File: config.mk
export PLATFORM = sky130hd
export DESIGN_NAME = ltws_front
export DESIGN_NICKNAME = d
export VERILOG_FILES = /design/src/rtl/core/ltws_pkg.sv /design/src/rtl/core/ltws_front.sv
export SDC_FILE = /design/constraint.sdc
export NUM_CORES = 1
export LEC_CHECK = 0
export BUFFER_PORTS_ARGS = -buffer_cell sky130_fd_sc_hd__buf_2
export CORE_MARGIN = 5
export CORE_UTILIZATION = 61
export CTS_CLUSTER_SIZE = 25
export DETAILED_ROUTE_END_ITERATION = 6
export GPL_TIMING_DRIVEN = 0
export PLACE_DENSITY = 0.91
export REMOVE_ABC_BUFFERS = 1
export SLEW_MARGIN = 40
export SYNTH_ARGS = -nofsm -noshare
export SYNTH_HDL_FRONTEND = slang
export SYNTH_SLANG_ARGS = --single-unit
File: constraint.sdc
create_clock -name clk -period 10.71 [get_ports clk]
set_input_delay 2.142 -clock clk [delete_from_list [all_inputs] [get_ports clk]]
set_output_delay 2.142 -clock clk [all_outputs]
set_load 0.01 [all_outputs]
File: src/rtl/core/ltws_pkg.sv
// Shared types and constants for the LOESS tricube window sums block.
// No dependencies.
package ltws_pkg;
  localparam int unsigned DEF_MAX_WINDOW = 1024;
  localparam int unsigned QDEPTH = 2;
  localparam logic [24:0] ONE_Q24 = 25'h1000000;
  localparam logic [31:0] STEP_X = 32'd4096;
  localparam logic [63:0] MAX64 = 64'h7FFF_FFFF_FFFF_FFFF;
  localparam logic [63:0] MIN64 = 64'h8000_0000_0000_0000;

  typedef struct packed {
    logic [31:0] xmag;
    logic        xneg;
    logic [31:0] ymag;
    logic        yneg;
    logic [24:0] inv;
    logic        wflag;
    logic [16:0] uw;
    logic        clear;
    logic        last;
  } item_t;

  function automatic logic [63:0] to_signed64(input logic [63:0] mag, input logic neg);
    if (neg) to_signed64 = mag[63] ? MIN64 : (~mag + 64'd1);
    else to_signed64 = mag[63] ? MAX64 : mag;
  endfunction

  function automatic logic [63:0] sat_add64(input logic [63:0] a, input logic [63:0] b);
    logic [63:0] s;
    s = a + b;
    if (a[63] == b[63] && s[63] != a[63]) sat_add64 = a[63] ? MIN64 : MAX64;
    else sat_add64 = s;
  endfunction
endpackage

File: src/rtl/core/ltws_front.sv
// Front end: position tracking, latching of window values, item classification.
// Depends on ltws_pkg.
module ltws_front import ltws_pkg::*; (
  input  logic        clk,
  input  logic        rst_n,
  input  logic        in_valid,
  output logic        in_ready,
  input  logic [31:0] in_sample_y,
  input  logic [16:0] in_user_weight,
  input  logic        in_weights_present,
  input  logic [31:0] in_base_x,
  input  logic [24:0] in_inv_bandwidth,
  input  logic        in_first_sample,
  input  logic        in_last_sample,
  output logic        q_valid,
  input  logic        q_ready,
  output item_t       q_item
);
  localparam int unsigned PW = $clog2(QDEPTH);
  item_t       q_mem [QDEPTH];
  logic [PW:0] cnt_r, cnt_nxt;
  logic [PW-1:0] wp_r, rp_r;
  logic [31:0] x_r, x_cur;
  logic [24:0] inv_r, inv_cur;
  logic        wf_r, wf_cur;
  item_t       it;
  logic        push, pop;

  assign in_ready = cnt_r != (PW+1)'(QDEPTH);
  assign push = in_valid && in_ready;
  assign q_valid = cnt_r != '0;
  assign pop = q_valid && q_ready;
  assign q_item = q_mem[rp_r];

  always_comb begin
    x_cur = in_first_sample ? in_base_x : x_r;
    inv_cur = in_first_sample ? in_inv_bandwidth : inv_r;
    wf_cur = in_first_sample ? in_weights_present : wf_r;
    it.xneg = x_cur[31];
    it.xmag = x_cur[31] ? (~x_cur + 32'd1) : x_cur;
    it.yneg = in_sample_y[31];
    it.ymag = in_sample_y[31] ? (~in_sample_y + 32'd1) : in_sample_y;
    it.inv = inv_cur;
    it.wflag = wf_cur;
    it.uw = in_user_weight;
    it.clear = in_first_sample;
    it.last = in_last_sample;
    cnt_nxt = cnt_r + (PW+1)'(push) - (PW+1)'(pop);
  end

  always_ff @(posedge clk) begin
    if (!rst_n) begin
      cnt_r <= '0; wp_r <= '0; rp_r <= '0;
      x_r <= '0; inv_r <= '0; wf_r <= 1'b0;
    end else begin
      cnt_r <= cnt_nxt;
      if (push) begin
        wp_r <= (wp_r == PW'(QDEPTH-1)) ? '0 : wp_r + 1'b1;
        x_r <= x_cur + STEP_X;
        inv_r <= inv_cur;
        wf_r <= wf_cur;
      end
      if (pop) rp_r <= (rp_r == PW'(QDEPTH-1)) ? '0 : rp_r + 1'b1;
    end
  end

  always_ff @(posedge clk) begin
    if (push) q_mem[wp_r] <= it;
  end

  a_cnt: assert property (@(posedge clk) disable iff (!rst_n)
    cnt_r <= (PW+1)'(QDEPTH)) else $error("queue overflow");
  a_full: assert property (@(posedge clk) disable iff (!rst_n)
    (cnt_r == (PW+1)'(QDEPTH)) |-> !in_ready) else $error("ready while full");
  a_adv: assert property (@(posedge clk) disable iff (!rst_n)
    (push && !in_first_sample) |=> x_r == $past(x_r) + STEP_X) else $error("x step");
endmodule

==> Yosys cells after proc, flatten, opt, wreduce, memory -nomap -nowiden <==
Memory sizes are Yosys's and may differ from the RTL's. A register that Yosys moved wholly into a read port is not among the register bits.
Index checks and enable logic that the tools add are counted.
W data, S select, Z words.
{ "word_totals": {"ramBits": 222, "latch_bits": 0, "ff_bits": 62, "memories": 1, "elab_cells": 31, "inputBits": 113, "rom_bits": 0} }
{ "memory_table": {"columns": ["memory", "depth", "word_bits", "rd", "rd_ports_with_merged_regs", "write_ports", "line", "text"], "rows": [
  ["q_mem", 2, 111, 1, 1, 1, "ltws_front.sv:20", "item_t q_mem [QDEPTH];"]
]} }
{ "op_classes": {"reduce_logical": 3, "n_eq_ne": 1, "magnitude_cmp": 0, "addsub": 7, "mux": 11, "bitwise": 2, "n_mul": 0, "shifts": 0, "div_mod_pow": 0} }
{ "ops": {"columns": ["op", "n"], "rows": [
  ["$mux W32", 3],
  ["$add A32 B1 Y32 const B", 2],
  ["$not A32 Y32", 2],
  ["$add A32 B13 Y32 const B", 1],
  ["$mux W25", 1],
  ["$mux W1", 7],
  ["$add A1 B1 Y1 const B", 2],
  ["$add A2 B1 Y2", 1],
  ["$logic_and A1 B1 Y1", 2],
  ["$ne A2 B2 Y1 const B", 1],
  ["$reduce_bool A2 Y1", 1],
  ["$sub A2 B1 Y2", 1]
]} }

==> Depth between registers and ports, before layout <==
{ "depth": {"ltp_word": 4, "depth_mapped": 14, "depth_no_buf": 9} }

==> Worst setup path before layout <==
OpenSTA, ideal clock, no wires.
{ "synth_timing": {"kind": "input-to-reg", "start": "input port in_valid", "end": "memory q_mem[0][0] (netlist bit) (enable)", "arrival_time_ns": 7.447, "slack_ns": 2.680, "setup_time_ns": 0.583, "stages": 5, "path_buffers": 2, "path_cell_list": "and2_1 clkbuf_1 clkinv_1 clkbuf_1 nor2_1"} }
{ "synth_between": {"elab_chain_cells": 3} }
{ "synth_lines": {"columns": ["element", "line", "text"], "rows": [
  ["start, declared", "ltws_front.sv:6", "input logic in_valid,"],
  ["$logic_and A1 B1 Y1", "ltws_front.sv:30", "assign push = in_valid && in_ready;"],
  ["$mux W1", "ltws_front.sv:68", "if (push) q_mem[wp_r] <= it;"],
  ["$mux W1 (not written as such)", "ltws_front.sv:68", null],
  ["end, declared", "ltws_front.sv:20", null]
]} }
No other way between the ends.

==> results by group <==
Clock network
  – Hold Buf Count CTS: 0
  – Worst-Skew Late Latency: between 0.5 and 0.6 ns
  – Postcts setup bufs: 0
  – CTS Buf Count: 28
  – Post-cts resize count: 0
  – CTS tree: built
  – Clock root buffer: clkbuf_16
  – Worst-case clock buffer depth: 3
  – H-tree depth: 1
  – Clock Pin Slew Worst Setup and Hold Paths: 0.06 ns
  – Clock Sinks: between 200 and 300

Timing
  – Slew Limit Fails: 0
  – Final setup violation count: 0
  – Post-route minimum period: between 4 and 5 ns
  – Final hold vios: 0
  – Fin Hold WS: approximately 0.45 ns
  – Max-slew headroom: about 50%
  – Clk_skew: about 0.013 ns
  – Tcrit/Tclk final: 43.19%
  – RSZ-0062 raised after global routing: no
  – PnR worst setup slack: approximately 6.1 ns
  – Fmax: roughly 220 MHz
  – Least-Margin Pin Slew: ~0.73 ns
  – Setup_tns: 0 ns

Placed design
  – Placed cell count: 1450
  – Dpl hpwl: around 22 mm
  – Worst Setup Slack post-DPL: around 5.6 ns
  – Gpl congestion: 0.9009
  – I/O Buffers: 225

Yosys
  – Async set-or-reset flop fraction in the synthesized netlist: 0%
  – #FFs+latches synth: around 290
  – Sequential fraction of the synthesis area: ~60%
  – Distinct cells, synth: 78
  – Count leader, synth: edfxtp_1
  – Top cells by area, synth: edfxtp_1 51%, mux2_2 12%, dfxtp_1 9.6%
  – Post-synth top area share: between 50% and 60%
  – Synth Cell Area: between 0.01 and 0.015 mm^2
  – Synth Flop Type: edfxtp_1
  – Most frequent cells after synthesis: 222 x edfxtp_1, 141 x mux2_2, 90 x nand2_1
  – Synth warnings: 0
  – Post-Synthesis Cells: approximately 990
  – Synth area leader: edfxtp_1
  – Syn_area_per_cell: about 13 um^2
  – Number of flops mapped to enable cells by yosys: about 220

Critical path
  – WP depth: 9
  – Reg2reg setup slack: between 7 and 8 ns
  – Slowest CP cell: and4_1
  – Critical Path AT: 4.87 ns
  – CP top delay family: simple AND/OR/NAND/NOR gates
  – CP bufs+invs: 2
  – Reg2Reg Capture Point: q_mem[0][51]
  – Critical Path Start: in_first_sample
  – Setup crit end: q_mem[1][107]
  – Worst-path fanout max: between 70 and 80
  – CP peak stage delay: approximately 0.44 ns
  – Crit-path cells: buf_8, buf_16, mux2i_1, ha_1, nor4b_1, or2_2, and4_1, a41oi_2, xnor2_1
  – Worst Setup End Kind: flop
  – R2r startpoint: cnt_r[0]
  – CP required: 10.96 ns
  – CP Launch Type: primary input
  – Crit path kind: primary input to flop
  – R2r worst-path depth: 9

Finish
  – Layout area overhead: 19.20%
  – Total Nets Final: between 1000 and 1500
  – Share of cells above drive strength 1: roughly 37%
  – Multi-input logic area: between 0.004 and 0.005 mm^2
  – Register area: between 0.007 and 0.008 mm^2
  – # fillers: roughly 1300
  – Final Non-Filler Cells: about 1500

GRT
  – Pin count of the biggest net entering global routing: 76
  – Total gr overflow: 0
  – Vias in the first global route: 9182
  – Global Route Usage Sum: 25.15%
  – First-pass GRT wire length: slightly below 50 mm
  – Initial antenna violation count: 4

Status
  – Status: finished clean

Floorplanning
  – Ports: 226
  – Die X: around 160 um
  – Core Area: 0.02109 mm^2
  – Die Area: approximately 0.025 mm^2
  – Vert. Die Dim: about 160 um
  – Cell row count: 53
  – Starting Density: between 60% and 70%

Drt
  – Via count: around 9100
  – DRC viols: 0
  – WL/cell: roughly 21 um
  – DRT Wirelength: 31.67 mm
  – Drt first pass iters: 5
  – Vias per cell: 6.064
  – DRT iter0 DRCs: roughly 680
  – DRT antenna net count: 0

Min path
  – Worst Hold Class: flop to flop

Power
  – Pwr Density: around 210 mW/mm^2
  – Leak: slightly below 6 nW
  – VDD IR max: about 0.16 mV

Job
  – Max-Cap Viols: 0
## worst min-delay path: cells and delay by family (launching register included)
| kind | cells | cell delay [ns] |
|---|---|---|
| flip-flops | 1 | 0.30 |
| AND/OR/NAND/NOR | 1 | 0.05 |
| AO/OA/AOI/OAI | 1 | 0.05 |
## layer usage
layer / GRT usage [%] / wire (um) / up-vias
met3: 4.701 / 2566 / 59
met1: 31.80 / 11980 / 4454
met4: 5.909 / 663 / 6
met5: 0 / 38 / -
met2: 45.05 / 16420 / 403
li1: - / - / 4186
## report_power, final
part / leakage (nW) / internal, mW / switching, mW
sequential: 2.61 / 1.40 / 0.0638
clock: 0.438 / 0.551 / 0.399
combinational: 2.79 / 0.397 / 0.489
## cells by family (layout without fill, tap and decap cells)
group,count (synthesis),count (layout),synth area share [%]
buffers and inverters,65,303,2.224
multiplexers,177,177,14.94
adder cells (fa/ha/maj),6,6,0.5726
AND/OR/NAND/NOR,241,241,9.829
AO/OA/AOI/OAI,149,149,7.625
other,0,1,0
flip-flops,285,285,60.46
XOR/XNOR,65,65,4.342
## worst min path at each step
stage / from / endpoint / slack, ns / cells past startpoint
6_report: inv_r[9] / inv_r[9] / 0.45 / 2
5_1_grt: inv_r[24] / inv_r[24] / 0.48 / 2
4_1_cts: inv_r[9] / inv_r[9] / 0.46 / 2
3_5_place_dp: inv_r[21] / inv_r[21] / 0.45 / 2
3_3_place_gp: inv_r[15] / inv_r[15] / 0.44 / 2
2_1_floorplan: inv_r[0] / inv_r[0] / 0.43 / 2
## layout by cell type, fill, tap and decap left out, types with 5 or more instances in the layout
master | netlist | layout
buf_2 | 10 | 224
edfxtp_1 | 222 | 222
mux2_2 | 141 | 141
nand2_1 | 90 | 90
dfxtp_1 | 63 | 62
xnor2_1 | 60 | 60
a21oi_1 | 49 | 49
nor2_1 | 36 | 35
mux2i_1 | 33 | 33
clkbuf_16 | 0 | 29
o21ai_0 | 23 | 23
nand3_1 | 21 | 21
a31oi_1 | 16 | 16
o31ai_1 | 12 | 12
nand4_1 | 11 | 11
nand2b_1 | 10 | 10
clkinv_1 | 2 | 8
nor3_1 | 7 | 7
inv_1 | 8 | 7
buf_12 | 1 | 7
o211ai_1 | 6 | 6
or3_1 | 6 | 6
ha_1 | 6 | 6
nor4_1 | 6 | 5
xor2_1 | 5 | 5
and2_1 | 6 | 5
or4_1 | 5 | 5
clkbuf_8 | 0 | 5
clkbuf_1 | 34 | 5
buf_8 | 0 | 5
buf_16 | 0 | 5
## per-stage QoR
| stage | total power [mW] | util (%) | area (um^2) |
|---|---|---|---|
| 6_report | 3.295 | 74.11 | 15630 |
| 3_5_place_dp | 2.362 | 69.81 | 14720 |
| 4_1_cts | 3.316 | 74.07 | 15620 |
| 3_3_place_gp | 2.326 | 67.94 | 14330 |
| 5_1_grt | 3.433 | 74.11 | 15630 |
| 2_1_floorplan | 2.002 | - | 12860 |
## sequential cells by signal, indices dropped and copies added (netlist names), named ones only
register and cells:
q_mem 222, x_r 32, inv_r 25, cnt_r 2
rp_r 1, wf_r 1, wp_r 1
## layout make-up
cell class	instances	area share, %
sequential	285	50.75
multi-input combinational	638	31.49
timing repair buffer	242	9.503
clock buffer	39	5.204
tap	275	2.202
clock inverter	12	0.5444
inverter	10	0.2882
antenna	1	0.01601
Power figures use the tool's default switching activity.
